--- src/rpsk_pkg.sv ---
// Shared types, widths and metric codes for the RGB pixel sort key block.
package rpsk_pkg;

	localparam int unsigned COMP_W         = 8;
	localparam int unsigned KEY_W          = 8;
	localparam int unsigned METRIC_W       = 4;
	localparam int unsigned NUM_W          = 19;
	localparam int unsigned DEN_W          = 11;
	localparam int unsigned DIV_STAGES     = 4;
	localparam int unsigned BITS_PER_STAGE = KEY_W / DIV_STAGES;

	typedef enum logic [METRIC_W-1:0] {
		METRIC_RED       = 4'd0,
		METRIC_GREEN     = 4'd1,
		METRIC_BLUE      = 4'd2,
		METRIC_AVERAGE   = 4'd3,
		METRIC_MAX       = 4'd4,
		METRIC_MIN       = 4'd5,
		METRIC_CHROMA    = 4'd6,
		METRIC_LIGHTNESS = 4'd7,
		METRIC_HUE       = 4'd8,
		METRIC_SAT_HSV   = 4'd9,
		METRIC_SAT_HSL   = 4'd10
	} metric_t;

	// Partial state of the restoring divider.
	typedef struct packed {
		logic [NUM_W-1:0] rem;
		logic [DEN_W-1:0] den;
		logic [KEY_W-1:0] quo;
	} div_item_t;

	// One restoring step for quotient bit k.
	function automatic div_item_t div_step(input div_item_t it, input int unsigned k);
		div_item_t      res;
		logic [NUM_W:0] shifted;
		logic [NUM_W:0] trial;
		res     = it;
		shifted = {{(NUM_W+1-DEN_W){1'b0}}, it.den} << k;
		trial   = {1'b0, it.rem} - shifted;
		if (!trial[NUM_W]) begin
			res.rem = trial[NUM_W-1:0];
			res.quo = it.quo | (KEY_W'(1) << k);
		end
		return res;
	endfunction

endpackage

--- src/rpsk_div_stage.sv ---
// One registered stage of the pipelined restoring divider.
module rpsk_div_stage
	import rpsk_pkg::*;
#(
	parameter int unsigned STAGE = 0
) (
	input  logic      clk,
	input  logic      arst_n,
	input  logic      in_valid,
	output logic      in_ready,
	input  div_item_t in_item,
	output logic      out_valid,
	input  logic      out_ready,
	output div_item_t out_item
);

	div_item_t nxt;
	logic      valid_q;
	div_item_t item_q;

	always_comb begin
		nxt = in_item;
		for (int unsigned i = 0; i < BITS_PER_STAGE; i++) begin
			nxt = div_step(nxt, KEY_W - 1 - STAGE * BITS_PER_STAGE - i);
		end
	end

	// advance when empty or when the next stage takes the held request
	assign in_ready = !valid_q || out_ready;

	always_ff @(posedge clk or negedge arst_n) begin
		if (!arst_n) begin
			valid_q <= 1'b0;
		end else if (in_ready) begin
			valid_q <= in_valid;
		end
	end

	always_ff @(posedge clk) begin
		if (in_ready && in_valid) begin
			item_q <= nxt;
		end
	end

	assign out_valid = valid_q;
	assign out_item  = item_q;

endmodule

--- src/rgb_pixel_sort_key_top.sv ---
// Top level of the RGB pixel sort key block: stream in, stream out, one metric register.
//
// Each request on the slave stream carries one RGB pixel of 8-bit components and produces exactly one
// 8-bit sort key on the master stream, in order. The key is picked by the metric register:
// red, green, blue, average, max (HSV value), min, chroma, HSL lightness, hue (360 degrees
// scaled to 255), HSV saturation or HSL saturation; codes 11..15 give zero. Every key is the
// exact rational value truncated toward zero. Throughput is one pixel per clock while m_axis_tready
// is high. Three stages compute max/min, hue sector and the dividend/divisor pair, then four
// stages of a restoring divider resolve two quotient bits each. Every metric, including the plain
// ones, passes through the divider (plain metrics use a divisor of one). Each stage holds its own
// valid bit and advances when empty or drained, so bubbles collapse and backpressure loses nothing.
// Write the metric only while the pipeline is empty; cfg_ready is always high.
module rgb_pixel_sort_key_top
	import rpsk_pkg::*;
(
	input  logic                clk,
	input  logic                arst_n,
	// configuration write channel
	input  logic                cfg_valid,
	output logic                cfg_ready,
	input  logic [METRIC_W-1:0] cfg_data,      // metric code
	// pixel stream in
	input  logic                s_axis_tvalid,
	output logic                s_axis_tready,
	input  logic [23:0]         s_axis_tdata,  // red [7:0], green [15:8], blue [23:16]
	// key stream out
	output logic                m_axis_tvalid,
	input  logic                m_axis_tready,
	output logic [KEY_W-1:0]    m_axis_tdata   // sort_key [7:0]
);

	logic [METRIC_W-1:0] metric_q;

	assign cfg_ready = 1'b1;

	always_ff @(posedge clk or negedge arst_n) begin
		if (!arst_n) begin
			metric_q <= METRIC_RED;
		end else if (cfg_valid && cfg_ready) begin
			metric_q <= cfg_data;
		end
	end

	// ---------------- stage 1: max, min, chroma, sum, sector ----------------
	logic [COMP_W-1:0] r_in, g_in, b_in;
	logic [COMP_W-1:0] mx_in, mn_in;
	logic              rmax_in, gmax_in;

	assign r_in = s_axis_tdata[7:0];
	assign g_in = s_axis_tdata[15:8];
	assign b_in = s_axis_tdata[23:16];

	always_comb begin
		// ties go to red first, then green
		rmax_in = (r_in >= g_in) && (r_in >= b_in);
		gmax_in = !rmax_in && (g_in >= b_in);
		mx_in   = rmax_in ? r_in : (gmax_in ? g_in : b_in);
		if (r_in <= g_in && r_in <= b_in) begin
			mn_in = r_in;
		end else if (g_in <= b_in) begin
			mn_in = g_in;
		end else begin
			mn_in = b_in;
		end
	end

	logic              v_s1;
	logic              adv_s1, adv_s2, adv_s3;
	logic [COMP_W-1:0] r_s1, g_s1, b_s1, mx_s1, mn_s1, c_s1;
	logic [COMP_W:0]   sum_s1;
	logic              rmax_s1, gmax_s1;

	assign s_axis_tready = adv_s1;
	assign adv_s1        = !v_s1 || adv_s2;

	always_ff @(posedge clk or negedge arst_n) begin
		if (!arst_n) begin
			v_s1 <= 1'b0;
		end else if (adv_s1) begin
			v_s1 <= s_axis_tvalid;
		end
	end

	always_ff @(posedge clk) begin
		if (adv_s1 && s_axis_tvalid) begin
			r_s1    <= r_in;
			g_s1    <= g_in;
			b_s1    <= b_in;
			mx_s1   <= mx_in;
			mn_s1   <= mn_in;
			c_s1    <= mx_in - mn_in;
			sum_s1  <= {1'b0, mx_in} + {1'b0, mn_in};
			rmax_s1 <= rmax_in;
			gmax_s1 <= gmax_in;
		end
	end

	// ---------------- stage 2: hue offset, six chroma, HSL divisor ----------------
	logic [DEN_W-1:0] six_c, h_nxt;
	logic [COMP_W:0]  d_nxt;

	always_comb begin
		six_c = (DEN_W'(c_s1) << 2) + (DEN_W'(c_s1) << 1);
		// modulo-2^11 arithmetic; every sector result lands in [0, 6c)
		if (rmax_s1) begin
			if (g_s1 >= b_s1) begin
				h_nxt = DEN_W'(g_s1) - DEN_W'(b_s1);
			end else begin
				h_nxt = six_c - (DEN_W'(b_s1) - DEN_W'(g_s1));
			end
		end else if (gmax_s1) begin
			h_nxt = (DEN_W'(c_s1) << 1) + DEN_W'(b_s1) - DEN_W'(r_s1);
		end else begin
			h_nxt = (DEN_W'(c_s1) << 2) + DEN_W'(r_s1) - DEN_W'(g_s1);
		end
		// mirror the sum about the middle grey when lightness is above half
		d_nxt = (sum_s1 <= (COMP_W+1)'(255)) ? sum_s1 : (COMP_W+1)'(510) - sum_s1;
	end

	logic              v_s2;
	logic [COMP_W-1:0] r_s2, g_s2, b_s2, mx_s2, mn_s2, c_s2;
	logic [COMP_W:0]   sum_s2, d_s2;
	logic [DEN_W-1:0]  six_c_s2, h_s2;
	logic [9:0]        rgb_sum_s2;

	assign adv_s2 = !v_s2 || adv_s3;

	always_ff @(posedge clk or negedge arst_n) begin
		if (!arst_n) begin
			v_s2 <= 1'b0;
		end else if (adv_s2) begin
			v_s2 <= v_s1;
		end
	end

	always_ff @(posedge clk) begin
		if (adv_s2 && v_s1) begin
			r_s2       <= r_s1;
			g_s2       <= g_s1;
			b_s2       <= b_s1;
			mx_s2      <= mx_s1;
			mn_s2      <= mn_s1;
			c_s2       <= c_s1;
			sum_s2     <= sum_s1;
			d_s2       <= d_nxt;
			six_c_s2   <= six_c;
			h_s2       <= h_nxt;
			rgb_sum_s2 <= 10'(r_s1) + 10'(g_s1) + 10'(b_s1);
		end
	end

	// ---------------- stage 3: dividend and divisor per metric ----------------
	localparam logic [DEN_W-1:0] DEN_ONE = DEN_W'(1);

	logic [NUM_W-1:0] c255, h255;
	div_item_t        item_nxt;

	always_comb begin
		// times 255 as times 256 minus one copy
		c255 = (NUM_W'(c_s2) << 8) - NUM_W'(c_s2);
		h255 = (NUM_W'(h_s2) << 8) - NUM_W'(h_s2);
		item_nxt.quo = '0;
		item_nxt.rem = '0;
		item_nxt.den = DEN_ONE;
		unique case (metric_q)
			METRIC_RED:       item_nxt.rem = NUM_W'(r_s2);
			METRIC_GREEN:     item_nxt.rem = NUM_W'(g_s2);
			METRIC_BLUE:      item_nxt.rem = NUM_W'(b_s2);
			METRIC_AVERAGE: begin
				item_nxt.rem = NUM_W'(rgb_sum_s2);
				item_nxt.den = DEN_W'(3);
			end
			METRIC_MAX:       item_nxt.rem = NUM_W'(mx_s2);
			METRIC_MIN:       item_nxt.rem = NUM_W'(mn_s2);
			METRIC_CHROMA:    item_nxt.rem = NUM_W'(c_s2);
			METRIC_LIGHTNESS: begin
				item_nxt.rem = NUM_W'(sum_s2);
				item_nxt.den = DEN_W'(2);
			end
			METRIC_HUE: begin
				// grey pixel keeps zero over one
				if (c_s2 != '0) begin
					item_nxt.rem = h255;
					item_nxt.den = six_c_s2;
				end
			end
			METRIC_SAT_HSV: begin
				// black pixel keeps zero over one
				if (mx_s2 != '0) begin
					item_nxt.rem = c255;
					item_nxt.den = DEN_W'(mx_s2);
				end
			end
			METRIC_SAT_HSL: begin
				// black or white keeps zero over one
				if (d_s2 != '0) begin
					item_nxt.rem = c255;
					item_nxt.den = DEN_W'(d_s2);
				end
			end
			default: begin
				item_nxt.rem = '0;
			end
		endcase
	end

	logic      v_s3;
	div_item_t item_s3;

	logic      dv_valid [DIV_STAGES+1];
	logic      dv_ready [DIV_STAGES+1];
	div_item_t dv_item  [DIV_STAGES+1];

	assign adv_s3 = !v_s3 || dv_ready[0];

	always_ff @(posedge clk or negedge arst_n) begin
		if (!arst_n) begin
			v_s3 <= 1'b0;
		end else if (adv_s3) begin
			v_s3 <= v_s2;
		end
	end

	always_ff @(posedge clk) begin
		if (adv_s3 && v_s2) begin
			item_s3 <= item_nxt;
		end
	end

	// ---------------- stages 4..7: restoring divider, two bits per stage ----------------
	assign dv_valid[0] = v_s3;
	assign dv_item[0]  = item_s3;

	for (genvar gi = 0; gi < DIV_STAGES; gi++) begin : g_div
		rpsk_div_stage #(
			.STAGE (gi)
		) u_stage (
			.clk       (clk),
			.arst_n    (arst_n),
			.in_valid  (dv_valid[gi]),
			.in_ready  (dv_ready[gi]),
			.in_item   (dv_item[gi]),
			.out_valid (dv_valid[gi+1]),
			.out_ready (dv_ready[gi+1]),
			.out_item  (dv_item[gi+1])
		);
	end

	// the last divider stage doubles as the output register
	assign dv_ready[DIV_STAGES] = m_axis_tready;
	assign m_axis_tvalid        = dv_valid[DIV_STAGES];
	assign m_axis_tdata         = dv_item[DIV_STAGES].quo;

endmodule
--- config.mk ---
export PLATFORM = sky130hd
export DESIGN_NAME = rgb_pixel_sort_key_top
export DESIGN_NICKNAME = d
export VERILOG_FILES = /design/src/rpsk_pkg.sv /design/src/rpsk_div_stage.sv /design/src/rgb_pixel_sort_key_top.sv
export SDC_FILE = /design/constraint.sdc
export NUM_CORES = 1
export LEC_CHECK = 0
export BUFFER_PORTS_ARGS = -buffer_cell sky130_fd_sc_hd__buf_2
export CAP_MARGIN = 0
export CORE_MARGIN = 4
export CORE_UTILIZATION = 25
export DETAILED_ROUTE_END_ITERATION = 16
export GPL_ROUTABILITY_DRIVEN = 0
export GPL_TIMING_DRIVEN = 0
export PLACE_DENSITY = 0.39
export SETUP_SLACK_MARGIN = 0.02
export SYNTH_ARGS = -nofsm -noshare
export SYNTH_HDL_FRONTEND = slang
export SYNTH_SLANG_ARGS = --single-unit
--- constraint.sdc ---
create_clock -name clk -period 4.8 [get_ports clk]
set_clock_uncertainty 0.1 [all_clocks]
set_input_delay 1.44 -clock clk [delete_from_list [all_inputs] [get_ports clk]]
set_output_delay 1.44 -clock clk [all_outputs]
set_load 0.01 [all_outputs]
Word level (Yosys, flattened, before mapping):

Cells that the tools add are included.

* input port bits: 33
* output and inout port bits: 11
* register bits: 320
* word-level logic and storage cells: 138

* reduce and logical (&&, ||, !) cells: 29
* $lt $le $gt $ge: 8
* muxes and demuxes: 24
* equal/unequal tests: 10
* add/subtract/negate cells: 23

Operators by type and width (number)
* one-hot mux 19 bit (11 select lines): 1
* two-way mux 19 bit: 7
* two-way mux 30 bit: 3
* one-hot mux 11 bit (5 select lines): 1
* two-way mux 8 bit: 5
* two-way mux 11 bit: 3
* greater-or-equal comparator 8 bit: 4
* <= comparator 8 bit: 3
* adder 9 x 8 -> 10 bit: 2
* subtractor 19 x 11 -> 20 bit: 1
* subtractor 19 x 12 -> 20 bit: 1
* subtractor 19 x 13 -> 20 bit: 1
* subtractor 19 x 14 -> 20 bit: 1
* subtractor 19 x 15 -> 20 bit: 1
* subtractor 19 x 16 -> 20 bit: 1
* subtractor 19 x 17 -> 20 bit: 1
* subtractor 19 x 18 -> 20 bit: 1
* subtractor 19 x 11 -> 19 bit: 1
* adder 8 x 8 -> 9 bit: 2
* subtractor 8 x 8 -> 9 bit: 2
* subtractor 16 x 8 -> 17 bit: 1
* == test 4 x 3 -> 1 bit (second input constant): 4
* nonzero test 8 bit: 2
* == test 4 bit (second input constant): 3
* 19 further kinds: 42

Depth between registers and ports, before layout:

Gate-level depths: netlist of the first run.

* depth in word-level cells: 9
* gate-level depth with buffers: 24
* mapped depth without buffers: 21

Cells and area by module:

Synthesis of the first run repeated with hierarchy kept, for this count alone.

* cells, all modules: 2112
* area total of the unflattened synthesis: 23423.7 um^2

Modules (own cells, without submodules)
* rgb_pixel_sort_key_top: times used 1, area an instance 12360.6 um^2, sequential area each 5640.4 um^2, cells an instance 1098
* rpsk_div_stage (g_div[3].u_stage): times used 1, area an instance 2910.3 um^2, sequential area each 1166.1 um^2, cells an instance 270
* rpsk_div_stage (g_div[2].u_stage): times used 1, area an instance 2867.8 um^2, sequential area each 1166.1 um^2, cells an instance 280
* rpsk_div_stage (g_div[0].u_stage): times used 1, area an instance 2660.1 um^2, sequential area each 1166.1 um^2, cells an instance 220
* rpsk_div_stage (g_div[1].u_stage): times used 1, area an instance 2625.0 um^2, sequential area each 1166.1 um^2, cells an instance 244

Worst setup path after synthesis of the first run:

No wires, ideal clock.

* kind: input-to-reg
* from: in s_axis_tdata[13]
* to: reg sum_s1[8], data pin
* buffers on the path: 1
* data arrival time: 4.831 ns
* setup time: 0.257 ns
* setup slack: -0.388 ns
* data required time: 4.443 ns
* cell stages on the path: 19
* path through: inv_1 > ha_1 > a21o_1 > a21o_1 > a21oi_1 > o21ai_0 > a22oi_1 > clkbuf_1 > o21ai_0 > ha_1 > fa_1 > a21oi_1 > nor2_1 > nor2_1 > o21bai_1 > a21oi_1 > nor2b_1 > o21ai_0 > nand2b_1

* elaborated cells between the ends (all ways): 13
* classes of those cells: add/sub: 1; order compare: 4; mux: 4; reduce/logical: 4

RTL lines
* start: declaration: line rgb_pixel_sort_key_top.sv:25 `input logic [23:0] s_axis_tdata,`
* <= comparator 8 bit (on tied branches): line rgb_pixel_sort_key_top.sv:60, rgb_pixel_sort_key_top.sv:58
* two-way mux 8 bit / logical AND 1 bit (equally long branches): line rgb_pixel_sort_key_top.sv:60, rgb_pixel_sort_key_top.sv:58
* two-way mux 8 bit (*): line rgb_pixel_sort_key_top.sv:58 `if (r_in <= g_in && r_in <= b_in) begin`
* named net mn_in[0]: line rgb_pixel_sort_key_top.sv:46 `logic [COMP_W-1:0] mx_in, mn_in;`
* adder 8 x 8 -> 9 bit (*): line rgb_pixel_sort_key_top.sv:92 `sum_s1 <= {1'b0, mx_in} + {1'b0, mn_in};`
* end signal: assignment: line rgb_pixel_sort_key_top.sv:92
* end: declaration: line rgb_pixel_sort_key_top.sv:70 `logic [COMP_W:0] sum_s1;`

The timed path passes the listed nets; every way through them passes the cells marked *.
A chain may end at the register's enable or synchronous reset.

==> results.yml, run 1 <==
status:
  status: "complete, but fails checks"
  violations: "negative setup slack"
global_routing:
  grt_pass1_vias: 15150
  grt_use_total_pct: 12.70
  overflow: 0
  grt_max_degree: 70
  grt_pass1_wl_um: 87880
  grt_antenna_before_repair: 0
cts:
  clk_latency_ns: 0.56
  cts_tree: "yes"
  hold_buffers: 0
  cts_max_level: 2
  cts_inserted_buffers: 38
  clkTransAtPathRegs_ns: 0.06
  clock_sinks: 303
  cts_root_buf: "clkbuf_16"
  clock_path_buffers: 3
timing:
  final_hold_viol_count: 0
  rsz0062_at_grt: "true"
  finalSetupViolCount: 11
  post-route-period-util_pct: 103.2
  fmax_mhz: 201.9
  drv_slew: 0
  min_period_ns: 4.952
  layout_setup_ws_ns: -0.1522
  worstMarginPinSlew_ns: 1.290
  relSlewSlack_pct: 14.01
power_and_ir_drop:
  clkPwrFrac_pct: 15.2
  seqPwrFrac_pct: 25.4
  leakagePower_uw: 0.01007
  vdd_ir_drop_max_mv: 0.3092
  power_frac_comb_pct: 59.4
  netSwitchingFraction_pct: 40.17
  switchingPower_uw: 7632
  finalPower_uw: 19000
  p_per_area_nw_per_um2: 758.0
  intPower_uw: 11370
setup_path:
  crit_path_start: "dv_item[178]"
  worstPathMaxFanout: 5
  r2r-start: "dv_item[178]"
  rr_endpoint: "g_div[0].u_stage.out_item[31]"
  crit_path_end_kind: "flop"
  critPathSlowestCell: "a2111oi_4"
  worstPathArrival_ns: 5.14
  critical_path.max_stage_delay_ns: 0.41
  required_ns: 4.99
  startpoint_type: "flop"
  r2r_cells: 20
  criticalPathCategory: "reg2reg"
  crit_chain: "inv_1 > ha_2 > inv_2 > fa_2 > a21oi_4 > o22ai_4 > o41ai_4 > o31a_1 > buf_6 > buf_4 > mux2_4 > ha_4 > and2_4 > o41ai_2 > o22ai_1 > o21a_1 > or2_4 > a2111oi_4 > buf_4 > mux2_4"
  reg2reg_slack_ns: -0.15
routing:
  drc: 0
  routedWlPerCell_um: 17.90
  routed_wirelength_um: 57320
  firstDrtPassIters: 5
  viasPerCell: 4.583
  via_count: 14680
  antenna_left: 0
  initialDrtViolationCount: 630
cells_and_area:
  drive_above_1_share_pct: 18.00
  nets: 2370
  fill_cells: 8426
  antenna_cells: 0
  final_core_util_pct: 30.39
  area_growth_pct: 20.00
  instances_no_fill: 3203
placement:
  dpl.cell_count: 3060
  io_buffer_count: 42
  place_ws_ns: -1.067
  dp_hpwl_um: 45040
synth:
  async_reset_ff_share_pct: 3.630
  synth.avg_cell_area_um2: 10.74
  synth_seq_cells: 303
  yosys-top-cells-count: "edfxtp_1 (292), inv_1 (208), ha_1 (196)"
  synth_edf_count: 292
  synth.distinct_cells: 89
  ys_seq_area_share_pct: 43.29
  synth_top_area_cell: "edfxtp_1"
  synth_area_leaders: "edfxtp_1 (42%), ha_1 (12%), inv_1 (3.7%), xnor2_1 (3.7%), fa_1 (3.5%)"
  synth_area_um2: 20890
  synth_top_area_share_pct: 41.97
  syn_nets: 2211
  synthCells: 1945
  yosysMostFrequentCell: "edfxtp_1"
  ys_warn_count: 0
  synthFlopType: "edfxtp_1"
floorplanning:
  initial_core_util_pct: 25.32
  ioPinCount: 44
  core_um2: 82500
  rows: 105
  die_x_um: 297.1
  die_h_um: 297.1
  die_area_um2: 88260
worst_hold_path:
  hold_path_class: "reg2reg"
  hp-start: "g_div[2].u_stage.out_item[3]"
  hold_depth: 0
  hold_end: "g_div[3].u_stage.out_item[3]"
job:
  maxCapViolCount: 0
[placed cells by master (no fill, tap or decap), types with 13 or more instances in the layout]
cell type,Yosys,final
a21oi_2,3,17
a21o_1,43,43
nor3_1,28,27
nor2_1,152,145
nand2_1,103,100
mux2_2,50,36
mux2_4,10,24
mux2i_1,36,36
nand4_1,13,13
edfxtp_1,292,292
a211oi_1,19,17
nand3_1,23,23
nor2b_1,33,29
or3_1,14,14
clkbuf_1,31,26
a21oi_1,124,106
ha_1,196,185
buf_2,4,43
inv_1,208,201
o21ai_0,105,91
xnor2_1,88,88
o21bai_1,22,20
o21a_1,18,18
xor2_1,52,52
clkbuf_16,0,41
fa_1,37,30
buf_4,9,80
nand2b_1,29,29
[worst max-delay path: cells and delay by family (launching register included)]
kind	cells	cell delay, ns
buffers and inverters	5	0.59
AO/OA/AOI/OAI	8	1.85
flip-flops	1	0.38
AND/OR/NAND/NOR	2	0.39
multiplexers	2	0.60
adder cells (fa/ha/maj)	3	0.77
[through the flow]
stage                     TNS, ns  instance area (um2)  hold slack (ns)
final                      -1.361                25070           0.3108
after global routing       -5.471                25070           0.3171
after CTS                  -2.370                24570           0.3118
after detailed placement   -41.38                22620           0.3045
after global placement    -130.49                22520           0.3022
after floorplan           -0.5162                20970           0.3003
[metal layers]
metal  GRT usage, %  vias to the layer above  wire length (um)
met4          4.916                        0              2131
met5              0                        -                 0
met1          14.91                     7028             24510
met3          1.700                       95              1482
met2          23.39                      208             29200
li1               -                     7347                 -
[cell families after synthesis]
family / share of synthesized area [%]
AO/OA/AOI/OAI: 14.22
adder cells (fa/ha/maj): 15.33
multiplexers: 5.785
buffers and inverters: 5.031
XOR/XNOR: 5.869
other: 0.01795
AND/OR/NAND/NOR: 10.46
flip-flops: 43.29
[state kept, by name, summed over array words and instances, names as in the netlist, 9 cells and up]
| name | flops |
|---|---|
| dv_item | 30 |
| g_div.u_stage.out_item | 110 |
| h_s2 | 11 |
| rgb_sum_s2 | 10 |
| six_c_s2 | 9 |
[power groups by stage]
stage               clock network [uW]  registers (uW)  logic (uW)
floorplan                            0            4530        7830
global placement                     0            4930        9690
detailed placement                   0            4920        9810
CTS                               2990            4870       10800
global route                      3100            4930       12600
finish                            2880            4830       11300
[how the worst max path moves through the flow]
| stage | endpoint | slack [ns] | cells past startpoint |
|---|---|---|---|
| 2_1_floorplan | g_div[0].u_stage.out_item[28] | -0.05 | 23 |
| 3_3_place_gp | g_div[1].u_stage.out_item[32] | -1.06 | 24 |
| 3_5_place_dp | g_div[1].u_stage.out_item[32] | -1.07 | 24 |
| 4_1_cts | g_div[0].u_stage.out_item[31] | -0.24 | 23 |
| 5_1_grt | g_div[0].u_stage.out_item[31] | -0.42 | 23 |
| 6_report | g_div[0].u_stage.out_item[31] | -0.15 | 20 |
[repair_timing]
item	in CTS	in global routing
pin swaps	34	44
gates cloned	1	0
endpoints found under the setup margin	55	48
buffers inserted	49	26
gates resized for setup	90	76
[cell type report]
| cell class | count | area (um2) | share of cell area, % |
|---|---|---|---|
| buffer | 51 | 389.1 | 1.552 |
| sequential | 303 | 9044 | 36.07 |
| multi-input combinational | 1381 | 11390 | 45.44 |
| inverter | 210 | 793.3 | 3.164 |
| clock buffer | 43 | 991.0 | 3.953 |
| tap | 1070 | 1339 | 5.340 |
| timing repair buffer | 119 | 867.1 | 3.459 |
| clock inverter | 26 | 256.5 | 1.023 |
Power figures use the tool's default switching activity.
==> run 2: changes to the inputs <==
--- a/config.mk
+++ b/config.mk
@@ -5,6 +5,7 @@
 export SDC_FILE = /design/constraint.sdc
 export NUM_CORES = 1
 export LEC_CHECK = 0
+export ABC_AREA = 1
 export BUFFER_PORTS_ARGS = -buffer_cell sky130_fd_sc_hd__buf_2
 export CAP_MARGIN = 0
 export CORE_MARGIN = 4
==> run 2 against run 1 <==
Against the previous run: the run now ends clean; core utilization fell by 1.2 points; final cell count rose by 17%; non-clock buffer count is 78 lower; register-to-register slack improved by 0.48 ns; sequential share of layout area rose by 0.056 points; via count grew 16%; area after synthesis grew 4.1%; design area is 0.15% lower; setup slack improved by 0.36 ns; count of clock-buffer cells in the layout fell by 2; global-route usage is 0.97 points higher; largest cell class unchanged.
==> results.yml, run 2 <==
routing:
  routed_wirelength_um: 62850
  initialDrtViolationCount: 923
  firstDrtPassIters: 5
  viasPerCell: 4.525
  routedWlPerCell_um: 16.74
  via_count: 16990
  antenna_left: 0
  drc: 0
cts:
  clk_latency_ns: 0.55
  clkTransAtPathRegs_ns: 0.06
  cts_tree: "yes"
  cts_inserted_buffers: 38
  cts_root_buf: "clkbuf_16"
  clock_sinks: 303
  hold_buffers: 0
  clock_path_buffers: 3
  cts_max_level: 2
worst_hold_path:
  hold_depth: 0
  hp-start: "dv_item[173]"
  hold_end: "g_div[0].u_stage.out_item[21]"
  hold_path_class: "reg2reg"
global_routing:
  grt_use_total_pct: 13.67
  overflow: 0
  grt_pass1_wl_um: 97530
  grt_antenna_before_repair: 1
  grt_max_degree: 49
  grt_pass1_vias: 16750
synth:
  yosysMostFrequentCell: "nand2_1"
  synth_area_leaders: "edfxtp_1 (40%), ha_1 (11%), nand2_1 (9.1%), inv_1 (6.7%), a21oi_1 (3.6%)"
  synth_area_um2: 21750
  syn_nets: 2757
  async_reset_ff_share_pct: 3.630
  synth.distinct_cells: 64
  ys_seq_area_share_pct: 41.58
  synth_edf_count: 292
  synth_top_area_cell: "edfxtp_1"
  synthCells: 2491
  synth_seq_cells: 303
  synth_top_area_share_pct: 40.31
  synthFlopType: "edfxtp_1"
  yosys-top-cells-count: "nand2_1 (525), inv_1 (389), edfxtp_1 (292)"
  ys_warn_count: 0
  synth.avg_cell_area_um2: 8.732
timing:
  post-route-period-util_pct: 95.65
  min_period_ns: 4.591
  rsz0062_at_grt: "true"
  relSlewSlack_pct: 19.85
  fmax_mhz: 217.8
  finalSetupViolCount: 0
  worstMarginPinSlew_ns: 1.198
  final_hold_viol_count: 0
  drv_slew: 0
  tns_ns: 0
cells_and_area:
  final_common_cell: "nand2_1"
  area_growth_pct: 15.08
  final_core_util_pct: 29.21
  largest_reg_flops: 110
  multi_input_area_um2: 11100
  drive_above_1_share_pct: 8.847
  fill_cells: 9185
  final_cell_mix: "nand2_1 (520), inv_1 (386), edfxtp_1 (292)"
  antenna_cells: 0
  regArea_um2: 9044
  nets: 2851
setup_path:
  r2r-start: "g_div[0].u_stage.out_item[8]"
  criticalPathCategory: "in2reg"
  reg2reg_slack_ns: 0.33
  worstPathMaxFanout: 10
  startpoint_type: "input port"
  rr_endpoint: "g_div[1].u_stage.out_item[26]"
  worstPathArrival_ns: 4.78
  crit_path_end_kind: "flop"
  r2r_cells: 23
  required_ns: 4.99
floorplanning:
  die_area_um2: 91790
  core_um2: 85680
  ioPinCount: 44
  die_x_um: 303.0
  die_h_um: 303.0
  initial_core_util_pct: 25.39
  rows: 107
job:
  maxCapViolCount: 0
placement:
  io_buffer_count: 42
  dp_hpwl_um: 51530
status:
  status: "finished clean"
[run 2: cell types whose count changed in the layout (fill, tap and decap cells not counted), moves of 35 or more]
cell,before,now
nand2_1,100,520
mux2_2,36,1
a21oi_1,106,151
mux2i_1,36,0
buf_4,80,19
inv_1,201,386
o21ai_0,91,128
xnor2_1,88,47
nand3_1,23,151
[run 2: stage by stage]
step	instance area [um2]	hold slack (ns)	instances	setup WS (ns)
after floorplan	21750	0.3003	2491	0.07818
after global placement	23390	0.3025	3677	-0.8499
after detailed placement	23490	0.3045	3680	-0.9042
after CTS	24880	0.2936	3747	0.02930
after global routing	25030	0.3004	3755	0.01256
final	25030	0.3038	3755	0.2086
[run 2: worst max-delay path: stages]
cell and delay, ns:
buf_2 0.15, inv_1 0.08, ha_1 0.29, a21oi_1 0.13, nor2_1 0.06, a211oi_2 0.26, nand2_1 0.10, a22o_2 0.31
buf_2 0.21, o21ai_0 0.37, inv_1 0.12, ha_1 0.37, inv_1 0.12, a221o_1 0.37, a21oi_1 0.15, nor2_1 0.05
nor2_1 0.10, xor2_1 0.09
[run 2: layer usage]
metal	GRT usage [%]	vias to the layer above	wire, um
li1	-	8608	-
met3	1.889	83	2288
met4	4.000	0	1741
met1	18.00	7979	28610
met5	0	-	0
met2	23.39	323	30210
[run 2: cell families after synthesis]
family | synth area share [%]
AOI/OAI and AO/OA | 11.98
xor gates and xnor gates | 4.792
adders and majority gates | 14.68
buffers and inverters | 7.950
DFF | 41.58
muxes | 0.05177
other | 0.01724
and+or+nand+nor | 18.95
[run 2: cell type report]
| cell class | instances | area share [%] |
|---|---|---|
| buffer | 38 | 0.9397 |
| clock buffer | 41 | 3.924 |
| clock inverter | 25 | 1.500 |
| inverter | 400 | 6.048 |
| multi-input combinational | 1750 | 44.33 |
| sequential | 303 | 36.13 |
| tap | 1144 | 5.718 |
| timing repair buffer | 54 | 1.410 |
[run 2: repair_timing]
| action | in CTS | in global routing |
|---|---|---|
| endpoints found under the setup margin | 19 | 48 |
| pin swaps | 0 | 6 |
| setup buffers | 1 | 8 |
| resized for setup | 14 | 44 |
[run 2: how the worst max path moves through the flow]
| stage | start | endpoint | slack (ns) | cells after the start |
|---|---|---|---|---|
| finish | s_axis_tdata[13] | c_s1[6] | 0.21 | 18 |
| global route | g_div[0].u_stage.out_item[24] | g_div[1].u_stage.out_item[26] | 0.01 | 24 |
| CTS | g_div[0].u_stage.out_item[8] | g_div[1].u_stage.out_item[26] | 0.03 | 23 |
| detailed placement | s_axis_tdata[13] | c_s1[7] | -0.90 | 21 |
| global placement | s_axis_tdata[13] | sum_s1[8] | -0.85 | 19 |
| floorplan | s_axis_tdata[21] | sum_s1[8] | 0.08 | 20 |
Power of run 2 is not shown: default switching activity piles up to over one toggle a cycle in this logic, so the estimate is an artifact.
